[src/hall_rotation_direction_check_core_defines.svh]
// ----------------------------------------------------------------------------
// Hall rotation direction check - assertion macros
// Shared property wrappers for the concurrent checks of the core.
// ----------------------------------------------------------------------------
`ifndef HALL_ROTATION_DIRECTION_CHECK_CORE_DEFINES_SVH
`define HALL_ROTATION_DIRECTION_CHECK_CORE_DEFINES_SVH

// The expression holds at every clock edge outside reset.
`define HRDC_ASSERT_ALWAYS(lbl, expr, msg) \
  lbl: assert property (@(posedge clk) disable iff (!rst_n) (expr)) else $error(msg);

// The consequent holds in the cycle after the antecedent.
`define HRDC_ASSERT_NEXT(lbl, ante, cons, msg) \
  lbl: assert property (@(posedge clk) disable iff (!rst_n) (ante) |=> (cons)) else $error(msg);

// The consequent holds in the same cycle as the antecedent.
`define HRDC_ASSERT_SAME(lbl, ante, cons, msg) \
  lbl: assert property (@(posedge clk) disable iff (!rst_n) (ante) |-> (cons)) else $error(msg);

`endif

[src/hrdc_pkg.sv]
// ----------------------------------------------------------------------------
// Hall rotation direction check - package
// Field widths, outcome codes, register indexes and a phase helper.
// ----------------------------------------------------------------------------
`timescale 1ns / 1ps

package hrdc_pkg;

  localparam int HALL_W      = 3;
  localparam int PHASE_W     = 3;
  localparam int TIME_W      = 16;
  localparam int MAP_W       = 24;
  localparam int OUTCOME_W   = 3;
  localparam int FLAG_W      = 2;
  localparam int CFG_IDX_W   = 2;
  localparam int CFG_DATA_W  = 24;
  localparam int IN_TDATA_W  = 24;
  localparam int OUT_TDATA_W = 8;

  localparam int FLAG_HALL_BIT = 0;
  localparam int FLAG_DIR_BIT  = 1;

  localparam logic [PHASE_W-1:0] PHASE_MAX = 3'd5;

  typedef enum logic [OUTCOME_W-1:0] {
    OUT_FORWARD  = 3'd0,
    OUT_BACKWARD = 3'd1,
    OUT_SLOW     = 3'd2,
    OUT_HALL_ERR = 3'd3,
    OUT_DIR_ERR  = 3'd4
  } outcome_t;

  typedef enum logic [CFG_IDX_W-1:0] {
    CFG_PHASE_MAP      = 2'd0,
    CFG_COUNTER_PERIOD = 2'd1,
    CFG_SLOW_THRESHOLD = 2'd2
  } cfg_index_t;

  // Next commutation phase, wrapping from the last phase back to zero.
  function automatic logic [PHASE_W-1:0] next_phase(input logic [PHASE_W-1:0] p);
    logic [PHASE_W-1:0] r;
    if (p == PHASE_MAX) begin
      r = '0;
    end else begin
      r = p + 3'd1;
    end
    return r;
  endfunction

endpackage

[src/hrdc_history.sv]
// ----------------------------------------------------------------------------
// Hall rotation direction check - history stage
// Maps each Hall state to a phase, picks the edge interval and shifts both
// into the phase and time history on every accepted beat.
// ----------------------------------------------------------------------------
`timescale 1ns / 1ps

module hrdc_history #(
  parameter int HISTORY_DEPTH = 4
) (
  input  logic                                           clk,
  input  logic                                           rst_n,
  input  logic                                           in_accept,
  input  logic [hrdc_pkg::HALL_W-1:0]                    hall_state,
  input  logic                                           capture_valid,
  input  logic [hrdc_pkg::TIME_W-1:0]                    capture_time,
  input  logic [hrdc_pkg::MAP_W-1:0]                     phase_map,
  input  logic [hrdc_pkg::TIME_W-1:0]                    counter_period,
  input  logic                                           advance,
  output logic                                           hist_valid,
  output logic [HISTORY_DEPTH-1:0][hrdc_pkg::PHASE_W-1:0] phase_hist,
  output logic [HISTORY_DEPTH-1:0][hrdc_pkg::TIME_W-1:0]  time_hist
);

  logic                                            valid_r, valid_nxt;
  logic [HISTORY_DEPTH-1:0][hrdc_pkg::PHASE_W-1:0] phase_r, phase_nxt;
  logic [HISTORY_DEPTH-1:0][hrdc_pkg::TIME_W-1:0]  time_r, time_nxt;
  logic [4:0]                                      map_base;
  logic [hrdc_pkg::PHASE_W-1:0]                    edge_phase;
  logic [hrdc_pkg::TIME_W-1:0]                     edge_interval;

  always_comb begin
    map_base   = {2'b00, hall_state} * 5'd3;
    edge_phase = phase_map[map_base +: hrdc_pkg::PHASE_W];
    if (capture_valid && (capture_time != '0)) begin
      edge_interval = capture_time;
    end else begin
      edge_interval = counter_period - 16'd1;
    end

    phase_nxt = phase_r;
    time_nxt  = time_r;
    if (in_accept) begin
      for (int i = HISTORY_DEPTH - 1; i > 0; i--) begin
        phase_nxt[i] = phase_r[i-1];
        time_nxt[i]  = time_r[i-1];
      end
      phase_nxt[0] = edge_phase;
      time_nxt[0]  = edge_interval;
    end

    if (in_accept) begin
      valid_nxt = 1'b1;
    end else if (advance) begin
      valid_nxt = 1'b0;
    end else begin
      valid_nxt = valid_r;
    end
  end

  always_ff @(posedge clk) begin
    if (!rst_n) begin
      valid_r <= 1'b0;
      phase_r <= '0;
      time_r  <= '0;
    end else begin
      valid_r <= valid_nxt;
      phase_r <= phase_nxt;
      time_r  <= time_nxt;
    end
  end

  assign hist_valid = valid_r;
  assign phase_hist = phase_r;
  assign time_hist  = time_r;

endmodule

[src/hrdc_classify.sv]
// ----------------------------------------------------------------------------
// Hall rotation direction check - classifier and result register
// Classifies the current history by fixed priority, updates the sticky
// error flags and holds the result beat until it is taken.
// ----------------------------------------------------------------------------
`timescale 1ns / 1ps

module hrdc_classify #(
  parameter int HISTORY_DEPTH = 4
) (
  input  logic                                            clk,
  input  logic                                            rst_n,
  input  logic                                            hist_valid,
  input  logic [HISTORY_DEPTH-1:0][hrdc_pkg::PHASE_W-1:0] phase_hist,
  input  logic [HISTORY_DEPTH-1:0][hrdc_pkg::TIME_W-1:0]  time_hist,
  input  logic [hrdc_pkg::TIME_W-1:0]                     slow_threshold,
  input  logic                                            out_ready,
  output logic                                            advance,
  output logic                                            out_valid,
  output hrdc_pkg::outcome_t                              outcome,
  output logic [hrdc_pkg::FLAG_W-1:0]                     error_flags
);

  logic                            valid_r, valid_nxt;
  hrdc_pkg::outcome_t              outcome_r, outcome_nxt;
  logic [hrdc_pkg::FLAG_W-1:0]     flags_r, flags_nxt;
  logic                            bad_phase, slow, fwd, bwd;

  assign advance = hist_valid && (!valid_r || out_ready);

  always_comb begin
    bad_phase = 1'b0;
    slow      = 1'b0;
    fwd       = 1'b1;
    bwd       = 1'b1;
    for (int i = 0; i < HISTORY_DEPTH; i++) begin
      if (phase_hist[i] > hrdc_pkg::PHASE_MAX) begin
        bad_phase = 1'b1;
      end
      if (time_hist[i] >= slow_threshold) begin
        slow = 1'b1;
      end
    end
    for (int i = 0; i < HISTORY_DEPTH - 1; i++) begin
      if (phase_hist[i] != hrdc_pkg::next_phase(phase_hist[i+1])) begin
        fwd = 1'b0;
      end
      if (phase_hist[i+1] != hrdc_pkg::next_phase(phase_hist[i])) begin
        bwd = 1'b0;
      end
    end

    outcome_nxt = outcome_r;
    flags_nxt   = flags_r;
    if (advance) begin
      priority if (bad_phase) begin
        outcome_nxt = hrdc_pkg::OUT_HALL_ERR;
        flags_nxt[hrdc_pkg::FLAG_HALL_BIT] = 1'b1;
      end else if (slow) begin
        outcome_nxt = hrdc_pkg::OUT_SLOW;
      end else if (fwd) begin
        outcome_nxt = hrdc_pkg::OUT_FORWARD;
      end else if (bwd) begin
        outcome_nxt = hrdc_pkg::OUT_BACKWARD;
      end else begin
        outcome_nxt = hrdc_pkg::OUT_DIR_ERR;
        flags_nxt[hrdc_pkg::FLAG_DIR_BIT] = 1'b1;
      end
    end

    if (advance) begin
      valid_nxt = 1'b1;
    end else if (out_ready) begin
      valid_nxt = 1'b0;
    end else begin
      valid_nxt = valid_r;
    end
  end

  always_ff @(posedge clk) begin
    if (!rst_n) begin
      valid_r   <= 1'b0;
      flags_r   <= '0;
      outcome_r <= hrdc_pkg::OUT_FORWARD;
    end else begin
      valid_r   <= valid_nxt;
      flags_r   <= flags_nxt;
      outcome_r <= outcome_nxt;
    end
  end

  assign out_valid   = valid_r;
  assign outcome     = outcome_r;
  assign error_flags = flags_r;

endmodule

[src/hall_rotation_direction_check_core.sv]
// ----------------------------------------------------------------------------
// Hall rotation direction check core
// Checks Hall sensor edge events for sensor faults, slow rotation and the
// direction of rotation, with sticky error flags.
// ----------------------------------------------------------------------------
// One input beat is one Hall edge and gives exactly one result beat. The core
// takes a beat in every cycle unless the output stalls it; a result passes the
// history register, then the result register. Output back-pressure holds the
// result register; the input then stalls once the history stage is full too.
// The user must write configuration only while no beat is in flight; the core
// does not enforce this. The sticky error flags clear only on reset.
`timescale 1ns / 1ps
`include "hall_rotation_direction_check_core_defines.svh"

module hall_rotation_direction_check_core #(
  parameter int HISTORY_DEPTH = 4
) (
  input  logic                                clk,
  input  logic                                rst_n,
  // [2:0] hall_state, [3] capture_valid, [19:4] capture_time, [23:20] zero
  input  logic [hrdc_pkg::IN_TDATA_W-1:0]     in_tdata,
  input  logic                                in_tvalid,
  output logic                                in_tready,
  // [2:0] outcome, [4:3] error_flags, [7:5] zero
  output logic [hrdc_pkg::OUT_TDATA_W-1:0]    out_tdata,
  output logic                                out_tvalid,
  input  logic                                out_tready,
  input  logic                                cfg_we,
  input  logic [hrdc_pkg::CFG_IDX_W-1:0]      cfg_index,
  input  logic [hrdc_pkg::CFG_DATA_W-1:0]     cfg_wdata
);

  logic [hrdc_pkg::MAP_W-1:0]                      phase_map_r;
  logic [hrdc_pkg::TIME_W-1:0]                     period_r;
  logic [hrdc_pkg::TIME_W-1:0]                     threshold_r;
  logic                                            in_accept;
  logic                                            advance;
  logic                                            hist_valid;
  logic [HISTORY_DEPTH-1:0][hrdc_pkg::PHASE_W-1:0] phase_hist;
  logic [HISTORY_DEPTH-1:0][hrdc_pkg::TIME_W-1:0]  time_hist;
  hrdc_pkg::outcome_t                              outcome;
  logic [hrdc_pkg::FLAG_W-1:0]                     error_flags;

  always_ff @(posedge clk) begin
    if (!rst_n) begin
      phase_map_r <= '1;
      period_r    <= '1;
      threshold_r <= '1;
    end else if (cfg_we) begin
      unique case (cfg_index)
        hrdc_pkg::CFG_PHASE_MAP:      phase_map_r <= cfg_wdata;
        hrdc_pkg::CFG_COUNTER_PERIOD: period_r    <= cfg_wdata[hrdc_pkg::TIME_W-1:0];
        hrdc_pkg::CFG_SLOW_THRESHOLD: threshold_r <= cfg_wdata[hrdc_pkg::TIME_W-1:0];
        default: ;
      endcase
    end
  end

  assign in_tready = !hist_valid || advance;
  assign in_accept = in_tvalid && in_tready;

  hrdc_history #(
    .HISTORY_DEPTH(HISTORY_DEPTH)
  ) u_history (
    .clk           (clk),
    .rst_n         (rst_n),
    .in_accept     (in_accept),
    .hall_state    (in_tdata[2:0]),
    .capture_valid (in_tdata[3]),
    .capture_time  (in_tdata[19:4]),
    .phase_map     (phase_map_r),
    .counter_period(period_r),
    .advance       (advance),
    .hist_valid    (hist_valid),
    .phase_hist    (phase_hist),
    .time_hist     (time_hist)
  );

  hrdc_classify #(
    .HISTORY_DEPTH(HISTORY_DEPTH)
  ) u_classify (
    .clk           (clk),
    .rst_n         (rst_n),
    .hist_valid    (hist_valid),
    .phase_hist    (phase_hist),
    .time_hist     (time_hist),
    .slow_threshold(threshold_r),
    .out_ready     (out_tready),
    .advance       (advance),
    .out_valid     (out_tvalid),
    .outcome       (outcome),
    .error_flags   (error_flags)
  );

  assign out_tdata = {3'b000, error_flags, outcome};

  `HRDC_ASSERT_NEXT(a_hall_flag_sticky, error_flags[hrdc_pkg::FLAG_HALL_BIT], error_flags[hrdc_pkg::FLAG_HALL_BIT], "Hall error flag cleared outside reset")
  `HRDC_ASSERT_NEXT(a_dir_flag_sticky, error_flags[hrdc_pkg::FLAG_DIR_BIT], error_flags[hrdc_pkg::FLAG_DIR_BIT], "Direction error flag cleared outside reset")
  `HRDC_ASSERT_SAME(a_hall_outcome_flag, out_tvalid && (outcome == hrdc_pkg::OUT_HALL_ERR), error_flags[hrdc_pkg::FLAG_HALL_BIT], "Hall error result without its flag")
  `HRDC_ASSERT_SAME(a_dir_outcome_flag, out_tvalid && (outcome == hrdc_pkg::OUT_DIR_ERR), error_flags[hrdc_pkg::FLAG_DIR_BIT], "Direction error result without its flag")
  `HRDC_ASSERT_SAME(a_full_stall, hist_valid && out_tvalid && !out_tready, !in_tready, "Input taken while both stages are full and stalled")

endmodule
[config.mk]
export PLATFORM = sky130hd
export DESIGN_NAME = hall_rotation_direction_check_core
export DESIGN_NICKNAME = d
export VERILOG_FILES = /design/src/hrdc_pkg.sv /design/src/hrdc_history.sv /design/src/hrdc_classify.sv /design/src/hall_rotation_direction_check_core.sv
export VERILOG_INCLUDE_DIRS = /design/src /design/src/src
export SDC_FILE = /design/constraint.sdc
export NUM_CORES = 1
export LEC_CHECK = 0
export ABC_AREA = 1
export BUFFER_PORTS_ARGS = -buffer_cell sky130_fd_sc_hd__buf_2
export CAP_MARGIN = 20
export CORE_AREA = 4 4 134 136
export CTS_BUF_LIST = sky130_fd_sc_hd__clkbuf_4
export DETAILED_ROUTE_END_ITERATION = 8
export DIE_AREA = 0 0 138 140
export GPL_TIMING_DRIVEN = 0
export PLACE_DENSITY_LB_ADDON = 0.08
export SLEW_MARGIN = 40
export SYNTH_ARGS = -nofsm -noshare
export SYNTH_HDL_FRONTEND = slang
export SYNTH_SLANG_ARGS = --single-unit
[constraint.sdc]
create_clock -name clk -period 2.3 [get_ports clk]
set_input_delay 0.115 -clock clk [delete_from_list [all_inputs] [get_ports clk]]
set_output_delay 0.115 -clock clk [all_outputs]
set_load 0.005 [all_outputs]
==> results.toml <==
[sta]
fmax_ghz = 0.460
finalMaxSlewViolations = 0
tns_ns = 0
rsz0062_at_grt = "no"
finClkSkew_ns = 0.0198
slew_headroom_pct = 57.4
setup_viol = 0
timing.final.hold_violations = 0
hold_slack_ns = 0.0526
period_minus_slack_ns = 2.17
period_share_pct = 94.5
worst_pin_slew_ns = 0.639

[die]
start_util_pct = 43.9
die_w_um = 138
dieArea_um2 = 19300
die_y_um = 140
core_um2 = 16900
pin_count = 65
rows = 48

[global_routing]
grt_pass1_wl_um = 33500
first_global_vias = 6721
grt_max_degree = 17
grt.total_usage_pct = 21.5
overflow = 0
antenna_found_initial = 1

[cts]
clockBufferDepth = 2
cts.clk_slew.worst_paths_ns = 0.13
cts_inserted_buffers = 17
clock_latency_ns = 0.57
cts_tree = "yes"
root_buffer = "clkbuf_4"
cts_sinks = 139
post_cts_resized = 0
cts_htree_levels = 4

[run]
max_cap_viol_count = 0

[detailed_routing]
detail_route.wl_per_cell_um = 14.4
first_iter_violations = 305
postRouteAntennaNets = 0
viasPerCell = 4.94
drcViolationCount = 0
drt_pre_antenna_iters = 7
num_vias = 6951
drt-total-wl_um = 20300

[cells_and_area]
drive_above_1_share_pct = 10.8
fin_area_um2 = 8740
num-nets-final = 1288
instances_no_fill = 1408
area_growth_pct = 17.5

[logic_synthesis]
synth_cells = 1043
synth_edf_count = 0
yosysWarnings = 0
ys_seq_area_share_pct = 37.4
ys_seq_elements = 139
synth_ff_type = "dfxtp_1"
syn_area_um2 = 7430
avgSynthCellArea_um2 = 7.13
yosysUniqueCellTypes = 33
synthArstFlopShare_pct = 0

[setup_path]
path_delay_family = "buffers and inverters"
worstPathMaxFanout = 10
critPathCaptureType = "flip-flop"
cp.arrival_ns = 2.70
cpMaxStageDelayCell = "dlygate4sd3_1"
critical_path_class = "in2reg"
critPathLaunchType = "input port"
cpPeakStageDelay_ns = 0.56
crit_chain = "dlygate4sd3_1, buf_2, nor4_1, nand4_1, nand2_2, buf_4, o21ai_0, a31oi_1, dlygate4sd3_1"
cp_num_buf_inv = 4
worstPathRequired_ns = 2.83
cpMostUsedCell = "dlygate4sd3_1"

[placement]
place_area_um2 = 7990
place.gp.congestion = 0.907
port_buffers = 54
dp_hpwl_um = 15600
place_inst = 1324

[power]
switching_share_pct = 30.1
internal_power_mw = 3.45
leakagePower_nw = 4.37
p_seq_share_pct = 53.9
combPwrFrac_pct = 16.9
p_sw_mw = 1.49
clkPwrFrac_pct = 29.2
power.density_nw_per_um2 = 566
peakVddDrop_v = 0.000261

[outcome]
status = "finished clean"

[hold_path]
hp-class = "in2reg"
[power by group through the flow]
stage	combinational (mW)	clock (mW)	sequential [mW]
global placement	0.766	0	2.71
floorplan	0.536	0	2.69
CTS	0.840	1.50	2.66
detailed placement	0.772	0	2.72
global route	0.974	1.61	2.68
finish	0.836	1.44	2.66
[kinds of logic (layout without fill, tap and decap cells)]
family | after synthesis | in the layout | share of synthesized area (%)
xor gates and xnor gates | 7 | 7 | 0.825
and+or+nand+nor | 467 | 467 | 26.2
other | 1 | 5 | 0.0504
DFF | 139 | 139 | 37.4
buffers and inverters | 158 | 294 | 8.53
AOI/OAI and AO/OA | 202 | 202 | 15.5
adders and majority gates | 65 | 65 | 10.9
muxes | 4 | 4 | 0.539
[cell type report]
cell class                      count  area (µm²)
Sequential cell                   139        2780
Antenna cell                        2        5.00
Tap cell                          225         282
Clock buffer                       21         158
Buffer                             49         225
Clock inverter                     11        78.8
Timing Repair Buffer              104         771
Inverter                          109         409
Fill cell                        1796        8200
Multi-Input combinational cell    748        4030
[worst paths after layout]
| path | start | end | slack (ns) | cells past startpoint |
|---|---|---|---|---|
| worst max-delay path | in_tdata[4] | u_history.time_hist[2] | 0.13 | 9 |
| worst min-delay path | rst_n | u_history.time_hist[7] | 0.05 | 3 |
| worst max register to register | u_classify.out_valid | u_history.time_hist[2] | 0.20 | 7 |
| worst min register to register | u_history.time_hist[48] | u_history.time_hist[48] | 0.47 | 2 |
[what timing repair did]
| item | 4_1_cts | 5_1_grt |
|---|---|---|
| setup buffers | 0 | 0 |
| hold endpoints to repair | 76 | 0 |
| hold buffers | 50 | 0 |
[worst min-delay path, stage by stage]
cell and delay (ns):
clkbuf_1 0.22, inv_1 0.18, a21oi_1 0.05
[placed cells by master, fill, tap and decap left out, types with 2 or more instances in the layout]
cell / count
nand2_2: 7
conb_1: 3
ha_1: 65
o211ai_1: 49
clkbuf_1: 30
a31oi_1: 5
buf_2: 66
nor4_1: 4
nor3_2: 2
mux2i_1: 4
diode_2: 2
o21ai_1: 2
a21oi_1: 54
nor2_2: 5
nand2_1: 244
nor2_1: 126
nor3_1: 6
clkinv_2: 6
xor2_1: 7
o22ai_1: 3
nand4_1: 10
inv_1: 104
clkinv_1: 3
inv_2: 5
or2_2: 3
buf_4: 5
dlygate4sd3_1: 50
dfxtp_1: 139
nand3_1: 55
o21bai_1: 2
o21ai_0: 85
o21a_1: 2
clkbuf_4: 21
nand3_2: 3
[synthesized netlist by cell type, types with 10 or more instances]
| cell type | number | share of area [%] |
|---|---|---|
| nand2_1 | 244 | 12 |
| dfxtp_1 | 139 | 37 |
| nor2_1 | 126 | 6.4 |
| inv_1 | 104 | 5.3 |
| o21ai_0 | 85 | 5.7 |
| ha_1 | 65 | 11 |
| nand3_1 | 55 | 3.7 |
| a21oi_1 | 54 | 3.6 |
| o211ai_1 | 49 | 4.9 |
| clkbuf_1 | 30 | 1.5 |
| buf_2 | 12 | 0.81 |
| nand4_1 | 10 | 0.84 |
[flip-flops by register name (all words and copies together) (netlist names)]
name	cells
u_classify.outcome	3
period_r	16
threshold_r	16
u_history.phase_hist	12
u_history.hist_valid	1
phase_map_r	24
u_classify.out_valid	1
u_classify.error_flags	2
u_history.time_hist	64
[per-stage QoR]
step / utilization [%] / total power, mW / setup WS [ns]
final: 51.6 / 4.94 / 0.127
after global routing: 51.6 / 5.26 / 0.00950
after CTS: 51.6 / 5.01 / 0.151
after detailed placement: 47.2 / 3.49 / 0.224
after global placement: 47.2 / 3.48 / 0.231
after floorplan: - / 3.22 / 0.672
[layer usage]
layer,wire (µm),share of wire [%],vias to the layer above,global-route usage (%)
li1,-,-,3694,-
met1,9300,46,3107,26.7
met2,9630,48,120,37.1
met3,703,3.5,30,4.06
met4,609,3.0,0,8.22
met5,0,0,-,0
Power figures use the tool's default switching activity.
